$ cat config.mk
export PLATFORM = sky130hd
export DESIGN_NAME = tdoa_ctrl
export DESIGN_NICKNAME = d
export VERILOG_FILES = /design/src/rtl/core/tdoa_pkg.sv /design/src/rtl/core/tdoa_ctrl.sv
export SDC_FILE = /design/constraint.sdc
export NUM_CORES = 1
export LEC_CHECK = 0
export ABC_AREA = 1
export BUFFER_PORTS_ARGS = -buffer_cell sky130_fd_sc_hd__buf_2
export CAP_MARGIN = 20
export CORE_ASPECT_RATIO = 1.25
export CORE_MARGIN = 8
export CORE_UTILIZATION = 50
export CTS_CLUSTER_DIAMETER = 100
export DETAILED_ROUTE_END_ITERATION = 7
export GPL_TIMING_DRIVEN = 1
export HOLD_SLACK_MARGIN = 0.12
export PLACE_DENSITY = 0.82
export SYNTH_ARGS = -nofsm -noshare
export SYNTH_HDL_FRONTEND = slang
export SYNTH_SLANG_ARGS = --single-unit
$ cat constraint.sdc
create_clock -name clk -period 4.3 [get_ports clk]
set_clock_uncertainty 0.15 [all_clocks]
set_input_delay 0.43 -clock clk [delete_from_list [all_inputs] [get_ports clk]]
set_output_delay 0.43 -clock clk [all_outputs]
set_load 0.02 [all_outputs]
$ cat src/rtl/core/tdoa_pkg.sv
// Shared types, widths and constants for the far-field TDOA lookup unit.
package tdoa_pkg;

  // Default configuration of the top level
  localparam int MAX_MICS_DEF   = 8;
  localparam int INDEX_BITS_DEF = 12;

  // Field widths fixed by the item format
  localparam int COORD_W     = 16;
  localparam int SLOT_W      = 3;
  localparam int OPCODE_W    = 2;
  localparam int MIC_COUNT_W = 4;
  localparam int SCALE_W     = 20;
  localparam int PAIR_IDX_W  = 5;
  localparam int CFG_INDEX_W = 2;
  localparam int CFG_DATA_W  = 20;
  localparam int S_TDATA_W   = 56;

  // Arithmetic widths: Q4.12 difference, Q.26 dot, Q.34 scaled product
  localparam int DIFF_W    = COORD_W + 1;
  localparam int TERM_W    = DIFF_W + COORD_W;
  localparam int DOT_W     = TERM_W + 2;
  localparam int LO_SPLIT  = 18;
  localparam int LO_W      = LO_SPLIT + SCALE_W;
  localparam int HI_W      = DOT_W - LO_SPLIT + SCALE_W + 1;
  localparam int PROD_W    = DOT_W + SCALE_W;
  localparam int RND_SHIFT = 34;
  localparam int R_W       = PROD_W - RND_SHIFT;
  localparam int D_W       = R_W + 2;

  // Register reset values
  localparam int MIC_COUNT_RST     = 2;
  localparam int DELAY_SCALE_RST   = 47770;
  localparam int CENTER_OFFSET_RST = 1024;
  localparam int MAX_INDEX_RST     = 2047;

  typedef enum logic [OPCODE_W-1:0] {
    OP_LOAD  = 2'd0,
    OP_START = 2'd1,
    OP_POINT = 2'd2
  } opcode_t;

  typedef enum logic [CFG_INDEX_W-1:0] {
    REG_MIC_COUNT     = 2'd0,
    REG_DELAY_SCALE   = 2'd1,
    REG_CENTER_OFFSET = 2'd2,
    REG_MAX_INDEX     = 2'd3
  } cfg_reg_t;

  typedef enum logic [1:0] {
    ST_IDLE,
    ST_ISSUE,
    ST_DRAIN
  } ctrl_state_t;

  typedef struct packed {
    logic signed [COORD_W-1:0] z;
    logic signed [COORD_W-1:0] y;
    logic signed [COORD_W-1:0] x;
  } mic_pos_t;

  // Controller to datapath
  typedef struct packed {
    logic load;   // write a mic slot from the input item
    logic start;  // clear running bounds
    logic point;  // latch the direction point
    logic issue;  // push one pair into the pipeline
    logic last;   // issued pair is the final one of the point
  } dp_cmd_t;

  // Datapath to controller
  typedef struct packed {
    logic adv;    // pipeline moves this cycle
    logic busy;   // some pair still in flight before the output register
  } dp_stat_t;

endpackage

$ cat src/rtl/core/tdoa_ctrl.sv
// Sequencer for the TDOA unit: item decode and the i<j pair walk.
module tdoa_ctrl import tdoa_pkg::*; #(
  parameter int MAX_MICS = MAX_MICS_DEF
) (
  input  logic                                 clk,
  input  logic                                 rst,
  input  logic                                 s_valid,
  output logic                                 s_ready,
  input  opcode_t                              opcode,
  input  logic [MIC_COUNT_W-1:0]               mic_count,
  input  dp_stat_t                             stat,
  output dp_cmd_t                              cmd,
  output logic [$clog2(MAX_MICS)-1:0]          mic_a,
  output logic [$clog2(MAX_MICS)-1:0]          mic_b,
  output logic [((MAX_MICS * (MAX_MICS - 1) / 2) > 1 ?
                 $clog2(MAX_MICS * (MAX_MICS - 1) / 2) : 1)-1:0] pair
);

  localparam int MIC_AW = $clog2(MAX_MICS);
  localparam int MIC_CW = $clog2(MAX_MICS + 1);
  localparam int PAIRS  = MAX_MICS * (MAX_MICS - 1) / 2;
  localparam int PAIR_W = (PAIRS > 1) ? $clog2(PAIRS) : 1;

  ctrl_state_t       state, state_next;
  logic [MIC_AW-1:0] i_idx, i_idx_next;
  logic [MIC_AW-1:0] j_idx, j_idx_next;
  logic [PAIR_W-1:0] pair_cnt, pair_cnt_next;
  logic [MIC_CW-1:0] n_eff;
  logic              last_pair;
  logic              row_end;

  always_ff @(posedge clk) begin
    if (rst) begin
      state <= ST_IDLE;
    end else begin
      state <= state_next;
    end
    i_idx    <= i_idx_next;
    j_idx    <= j_idx_next;
    pair_cnt <= pair_cnt_next;
  end

  always_comb begin
    // counts above the array size use the whole array
    n_eff     = (int'(mic_count) > MAX_MICS) ? MIC_CW'(MAX_MICS) : MIC_CW'(mic_count);
    row_end   = (j_idx == MIC_AW'(n_eff - MIC_CW'(1)));
    last_pair = row_end && (i_idx == MIC_AW'(n_eff - MIC_CW'(2)));

    state_next    = state;
    i_idx_next    = i_idx;
    j_idx_next    = j_idx;
    pair_cnt_next = pair_cnt;
    cmd           = '0;
    s_ready       = 1'b0;

    unique case (state)
      ST_IDLE: begin
        s_ready = 1'b1;
        if (s_valid) begin
          unique case (opcode)
            OP_LOAD:  cmd.load  = 1'b1;
            OP_START: cmd.start = 1'b1;
            OP_POINT: begin
              cmd.point = 1'b1;
              if (n_eff >= MIC_CW'(2)) begin
                state_next    = ST_ISSUE;
                i_idx_next    = '0;
                j_idx_next    = MIC_AW'(1);
                pair_cnt_next = '0;
              end
            end
            default: ;
          endcase
        end
      end
      ST_ISSUE: begin
        if (stat.adv) begin
          cmd.issue     = 1'b1;
          cmd.last      = last_pair;
          pair_cnt_next = PAIR_W'(pair_cnt + 1'b1);
          if (last_pair) begin
            state_next = ST_DRAIN;
          end else if (row_end) begin
            i_idx_next = MIC_AW'(i_idx + 1'b1);
            j_idx_next = MIC_AW'(i_idx + 2'd2);
          end else begin
            j_idx_next = MIC_AW'(j_idx + 1'b1);
          end
        end
      end
      ST_DRAIN: begin
        if (!stat.busy) begin
          state_next = ST_IDLE;
        end
      end
      default: state_next = ST_IDLE;
    endcase
  end

  assign mic_a = i_idx;
  assign mic_b = j_idx;
  assign pair  = pair_cnt;

  // a pair enters only on a cycle the pipeline moves
  a_issue_on_adv: assert property (@(posedge clk) disable iff (rst)
    cmd.issue |-> stat.adv)
    else $error("pair issued during output stall");

  // nothing may still be in flight once a new item can be taken
  a_idle_empty: assert property (@(posedge clk) disable iff (rst)
    (state == ST_IDLE) |-> !stat.busy)
    else $error("pipeline busy while accepting items");

  // final pair hands over to the drain wait
  a_last_drains: assert property (@(posedge clk) disable iff (rst)
    (cmd.issue && cmd.last) |=> (state == ST_DRAIN))
    else $error("final pair did not enter drain");

  // pairs always come from distinct microphones
  a_distinct_mics: assert property (@(posedge clk) disable iff (rst)
    cmd.issue |-> (mic_a < mic_b))
    else $error("pair with i >= j issued");

endmodule

# After elaboration in Yosys (flattened, before gate mapping)
# Cells that the tools add are included.
# totals
register_bits	13
latchBits	0
mem_bits_rw	0
romBits	0
input_bits	11
output_inout_bits	17
elab_cells	69
mem_count	0
# op_classes
addsub	6
multipliers	0
div	0
magnitude_cmp	2
eq_ne	14
shift	0
n_mux	35
bitwise	0
n_reduce_logical	8
# op_table
operator	n
$mux W3	14
$mux W5	4
$mux W2	8
$ne A2 B2 Y1 const B	7
$pmux W3 S2	2
$reduce_and A6 Y1	2
$pmux W5 S2	1
$reduce_and A7 Y1	1
$add A3 B1 Y3 const B	2
$eq A3 B3 Y1	2
$pmux W2 S3	1
$add A5 B1 Y5 const B	1
$reduce_and A5 Y1	1
$eq A2 B1 Y1 const B	2
$eq A2 B2 Y1 const B	2
$ge A4 B2 Y1 const B	1
$gt A4 B4 Y1 const B	1
$logic_not A2 Y1	2
$mux W1	4
$mux W4	1
$add A3 B2 Y3 const B	1
$sub A3 B1 Y3 const B	1
$sub A3 B2 Y3 const B	1
$ne A2 B1 Y1 const B	1
other kinds (2)	2

# Depth between registers and ports, before layout
# Gate-level depths: netlist of the first run.
# depth
ltp_word	8
depth_mapped	13

# Worst setup path before layout of the first run
# OpenSTA, ideal clock, no wires.
# synth_timing
path_kind	input to output
from	input mic_count[3]
to	output cmd[0] (netlist bit)
t_arrival_ns	1.559
required_ns	3.720
path_slack_ns	2.161
path_stages	8
n_path_buf	0
path_cell_list	inv_4 > nand2_2 > ha_1 > xnor2_1 > nor2_4 > nand2_4 > inv_4 > and3_1
# synth_lines
element	line	text
from (decl)	tdoa_ctrl.sv:10	input logic [MIC_COUNT_W-1:0] mic_count,
to (decl)	tdoa_ctrl.sv:12	output dp_cmd_t cmd,

==> results of run 1 <==
## metrics by stage
| stage | hold slack [ns] | power (µW) | setup WS, ns | area (µm²) | std cells |
|---|---|---|---|---|---|
| final | 0.180 | 736 | 1.90 | 1160 | 170 |
| after global routing | 0.174 | 791 | 1.84 | 1160 | 170 |
| after CTS | 0.168 | 744 | 1.90 | 1160 | 170 |
| after detailed placement | 0.474 | 667 | 1.87 | 1130 | 166 |
| after global placement | 0.447 | 651 | 1.94 | 1130 | 166 |
| after floorplan | 0.342 | 551 | 2.16 | 971 | 119 |
## flip-flops by register name, indices dropped and copies added, names as in the netlist
signal,flops
mic_a,3
mic_b,3
state,2
pair,5
## routing by layer
metal	share of wire (%)	track usage (%)	vias to the layer above
met2	53	24.2	28
met5	0	0	-
met3	5.4	3.66	3
met4	1.8	6.79	0
li1	-	-	453
met1	40	11.4	394
## synthesized netlist by cell type, drive strengths merged
library cell / instances
and3: 1
or2: 1
nor4: 2
nor2: 18
o21ai: 2
xor2: 2
edfxtp: 11
a21oi: 5
a211oi: 1
clkinv: 1
nor3: 1
nand3: 12
inv: 22
nand2: 27
xnor2: 3
nand3b: 1
a31oi: 1
dfxtp: 2
o211ai: 1
ha: 5
## final timing paths
path	startpoint	end	depth (start not counted)
max	mic_count[3]	cmd[0]	10
min	rst	state[0]	2
max reg2reg	state[1]	mic_a[2]	6
min reg2reg	pair[0]	pair[0]	1
## cell usage in the layout, fill, tap and decap left out, types with 2 or more instances in the layout
cell	instances
buf_2	27
inv_1	16
nand2_1	15
nor2_1	14
nand3_1	11
edfxtp_1	11
nand2_2	10
ha_1	5
inv_2	4
a21oi_1	4
nor2_4	3
xnor2_1	3
clkbuf_4	3
inv_4	2
nand2_4	2
nor4_1	2
xor2_1	2
dfxtp_1	2
## cell type report
type / count / area, µm²
Timing Repair Buffer: 27 / 135
Inverter: 23 / 92.6
Clock buffer: 4 / 26.3
Fill cell: 179 / 757
Multi-Input combinational cell: 83 / 508
Sequential cell: 13 / 370
Tap cell: 20 / 25.0
## power by group
part	leakage [µW]	internal, µW	switching [µW]	total, µW
Combinational	0.000455	133	260	393
Sequential	0.000122	210	57.9	268
Clock	0.0000150	36.1	38.7	74.8
Total	0.000591	379	356	736
## kinds of logic (layout without fill, tap and decap cells)
kind of cell / after synthesis / count (layout)
XOR/XNOR: 5 / 5
adder cells (fa/ha/maj): 5 / 5
AND/OR/NAND/NOR: 63 / 63
flip-flops: 13 / 13
buffers and inverters: 23 / 54
AO/OA/AOI/OAI: 10 / 10
==> run metrics, run 1 <==
CTS resizes=0; Worst path slowest cell=ha_1; Slew HR=77.1%; WP data required=3.72 ns; crit path DAT=1.82 ns; Peak Freq=0.417 GHz; # setup viols final=0; synthesized instance count=119; Num CTS Buffers=3; Routed WL per cell=13.2 µm; period utilization=55.7%; Worst-Skew Late Latency=0.28 ns; Placeable Area=1910 µm²; initial DRC count=22; initial antenna violation count=0; std cell rows=18; Distinct cells, synth=29; Via density=5.16; CP peak stage delay=0.29 ns; setup tns final=0 ns; Worst setup SP type=input pin; WS Path Type=in -> out; ratio of cells with drive above 1 in the final layout=37.3%; Initial Util=50.7%; Placer Congestion=0.877; VDD IR max=0.364 mV; CTS Hold Bufs=0; Simple-Gate Fraction of Synth Area=34.7%; post-synthesis sequential element count=13; top cells by area, synth=edfxtp_1, ha_1, nand2_2; GR Overflow Total=0; routed wire length=2240 µm; CTS tree=built; area share of the largest cell type after synthesis=34.0%; Post-Syn Nets=135; RSZ-0062 raised after global routing=false; Leak=0.000591 µW; fin nets=167; Bufs and invs on worst path=4; cell family with most CP delay=buffers and inverters; pin count of the biggest net entering global routing=10; final core utilization=60.5%; post-synthesis adder-cell area fraction=6.44%; largest family of logic cells by synthesized area=simple AND/OR/NAND/NOR gates; Synth Area in Compound Gates=6.70%; clock period minus worst slack=2.40 ns; Ys Warns=0; crit end category=output port; status=finished, final reports clean; Reg clk slew, reported paths=0.07 ns; DRT antenna net count=0; synthesized area per cell=8.16 µm²; All-Layer GR Usage=12.5%; vias=878; worst slew pin tran=0.343 ns; mux cell area share after synthesis=0%; first-pass GRT wire length=3800 µm; post-CTS setup buffer count=0; IO Port Bufs=27; number of clock sinks=13; number of global-route vias before repair=920; max_cap viols=0; post-synthesis xor/xnor area fraction=4.51%; pwr/cell area=636 nW/µm²; Ant. Diodes=0; Post-Synthesis Cell Area=971 µm²; die width=55.4 µm; Pre-Repair DR Iteration Count=4; clock tree buffer depth=2; Slew Viols, Final=0; CP cell instances=buf_2 -> inv_4 -> nand2_2 -> ha_1 -> xnor2_1 -> nor2_4 -> nand2_4 -> inv_4 -> and3_1 -> buf_2; die height=65.3 µm; register area share after synthesis=38.1%; flop2flop setup slack=2.40 ns; Hold Path Class=in -> reg; CTS root buf=clkbuf_4; I/O pins=28; DP HPWL=1860 µm; crit-path max FO=8; die area=3620 µm²; htree depth=1; Area growth, synth to finish=19.2%; # DRC=0; top cell type by total area after synthesis=edfxtp_1; Hold Vio Cnt, Final=0
(Power assumes the default switching activity.)
==> inputs of run 2 (changes only) <==
--- a/config.mk
+++ b/config.mk
@@ -10,12 +10,12 @@
 export CAP_MARGIN = 20
 export CORE_ASPECT_RATIO = 1.25
 export CORE_MARGIN = 8
-export CORE_UTILIZATION = 50
+export CORE_UTILIZATION = 46
 export CTS_CLUSTER_DIAMETER = 100
 export DETAILED_ROUTE_END_ITERATION = 7
 export GPL_TIMING_DRIVEN = 1
 export HOLD_SLACK_MARGIN = 0.12
-export PLACE_DENSITY = 0.82
+export PLACE_DENSITY = 0.8
 export SYNTH_ARGS = -nofsm -noshare
 export SYNTH_HDL_FRONTEND = slang
 export SYNTH_SLANG_ARGS = --single-unit
==> constraint.sdc (replaced) <==
create_clock -name clk -period 2 [get_ports clk]
set_clock_uncertainty 0.15 [all_clocks]
set_input_delay 0.2 -clock clk [delete_from_list [all_inputs] [get_ports clk]]
set_output_delay 0.2 -clock clk [all_outputs]
set_load 0.02 [all_outputs]
==> run 2 against run 1 <==
Flip-flop and latch count stayed put. Sequential share of layout area fell by 3.5 points. Cell count rose by 7.6%. Wire length grew 4.9%. Largest power group unchanged. Combinational power rose by 140%. Global-route usage about the same. Critical endpoint unchanged. Cell area increased by 12%. Worst hold slack improved by 0.098 ns. Register-to-register slack worse by 2.3 ns. Power is 130% higher. Via count rose by 6.6%. Highest routed layer unchanged.
==> run metrics, run 2 (synthesis gave the netlist of run 1 again) <==
status=finished, final reports clean (unchanged); clock period minus worst slack=1.94 ns; CTS root buf=clkbuf_4 (unchanged); Via density=5.11 (was 5.16); number of global-route vias before repair=973 (was 920); crit end category=output port (unchanged); VDD IR max=0.869 mV (was 0.364 mV); crit-path max FO=4 (was 8); htree depth=1 (unchanged); WP data required=1.65 ns (was 3.72 ns); area of the multi-input gates=536 µm² (was 508 µm²); Area growth, synth to finish=33.9% (was 19.2%); Peak Freq=0.516 GHz; Routed WL per cell=12.8 µm (was 13.2 µm); flop2flop setup slack=0.14 ns (was 2.40 ns); # DRC=0 (unchanged); vias=936 (was 878); Num CTS Buffers=3 (unchanged); final core utilization=65.6% (was 60.5%); clock tree buffer depth=2 (unchanged); Post-Place Worst Slack=-0.0810 ns (was 1.87 ns); Ant. Diodes=0 (unchanged); GR Overflow Total=0 (unchanged); period utilization=96.9%; Slew HR=79.8% (was 77.1%); routed wire length=2350 µm (was 2240 µm); worst slew pin tran=0.303 ns (was 0.343 ns); Hold Path Class=in -> reg (unchanged); Reg2Reg Capture Point=mic_a[0] (was mic_a[2]); Worst-Skew Late Latency=0.29 ns (was 0.28 ns); crit path DAT=1.59 ns (was 1.82 ns); std cell rows=18 (unchanged); DRT antenna net count=0 (unchanged); Hold Vio Cnt, Final=0 (unchanged); Placeable Area=1980 µm² (was 1910 µm²); die height=67.4 µm (was 65.3 µm); Initial Util=49.0% (was 50.7%); WS Path Type=reg -> out (was in -> out); max_cap viols=0 (unchanged); # setup viols final=0 (unchanged); Hold Crit Endpoint=state[1] (was state[0]); fin nets=180 (was 167); initial DRC count=41 (was 22); r2r worst-path depth=8 (was 6); DP HPWL=1930 µm (was 1860 µm); hold_sp=s_valid (was rst); Pre-Repair DR Iteration Count=4 (unchanged); final setup margin=0.0618 ns (was 1.90 ns); pin count of the biggest net entering global routing=10 (unchanged); max reg flops=5 (unchanged); All-Layer GR Usage=12.5% (about the same); worst r2r src=mic_b[1] (was state[1]); pwr/cell area=1300 nW/µm² (was 636 nW/µm²); Placer Congestion=0.821 (was 0.877); initial antenna violation count=0 (unchanged); Reg clk slew, reported paths=0.08 ns (was 0.07 ns); ratio of cells with drive above 1 in the final layout=42.9% (was 37.3%); storage element area=370 µm² (unchanged); CTS tree=built (unchanged); Worst setup SP type=flip-flop (was input pin); RSZ-0062 raised after global routing=true (was false); Leak=0.000657 µW (was 0.000591 µW); die width=57.1 µm (was 55.4 µm); first-pass GRT wire length=3930 µm (was 3800 µm); IO Port Bufs=27 (unchanged); filler instances=166 (was 179); number of clock sinks=13 (unchanged); most frequent cells in the layout=buf_2, inv_1, nor2_1, nand2_1 (was buf_2, inv_1, nand2_1); hold path depth=6 (was 2); I/O pins=28 (unchanged); die area=3850 µm² (was 3620 µm²); Slew Viols, Final=0 (unchanged); commonest non-fill, non-tap cell in the layout=buf_2 (unchanged)
[run 2: cell types whose count changed in the layout (fill, tap and decap cells not counted), sizes merged]
| cell | before | now |
|---|---|---|
| buf | 27 | 37 |
| dlygate4sd3 | 0 | 3 |
[run 2: worst max-delay path, cell delays in order, from the launching register on]
cell	delay [ns]
edfxtp_1	0.46
xnor2_2	0.19
nor2_4	0.13
nand2_4	0.07
inv_4	0.07
buf_6	0.10
and3_4	0.17
buf_6	0.11
[run 2: through the flow]
stage               hold WS (ns)  total power, µW  area, µm²  TNS [ns]  cells
floorplan                  0.112             1180        971         0    119
global placement           0.229             1450       1190   -0.0239    174
detailed placement         0.234             1480       1190    -0.339    174
CTS                        0.275             1660       1250         0    181
global route               0.340             1810       1300   -0.0136    183
finish                     0.278             1690       1300         0    183
[run 2: report_power, final]
group	internal, µW	switching (µW)
Combinational	360	579
Clock	77.6	91.4
Sequential	452	128
Total	890	799
[run 2: how the worst max path moves through the flow]
stage                      start  depth (start not counted)  endpoint
floorplan           mic_count[3]                         10  mic_a[0]
detailed placement  mic_count[3]                         11  mic_a[0]
finish                  mic_b[1]                          7    cmd[0]
CTS                 mic_count[3]                         11    cmd[0]
global route            mic_b[2]                         10    cmd[0]
global placement    mic_count[3]                         11  mic_a[1]
[run 2: cell type report]
| cell class | count | area share [%] |
|---|---|---|
| inverter | 23 | 7.12 |
| clock buffer | 4 | 2.02 |
| sequential | 13 | 28.5 |
| timing repair buffer | 40 | 19.2 |
| multi-input combinational | 83 | 41.2 |
| tap | 20 | 1.92 |
[run 2: what timing repair did]
item                       4_1_cts  5_1_grt
buffers inserted                 0        2
hold buffers                     3        0
setup endpoints to repair        1        1
cloned                           0        0
gates resized for setup          1        6
pin swaps                        0        2
hold endpoints to repair         2        0
[run 2: metal layers]
layer / track usage [%] / wire length [µm] / up-vias
met3: 3.75 / 123 / 5
met2: 25.5 / 1300 / 19
met4: 5.29 / 33 / 0
met5: 0 / 0 / -
met1: 11.0 / 892 / 440
li1: - / - / 472
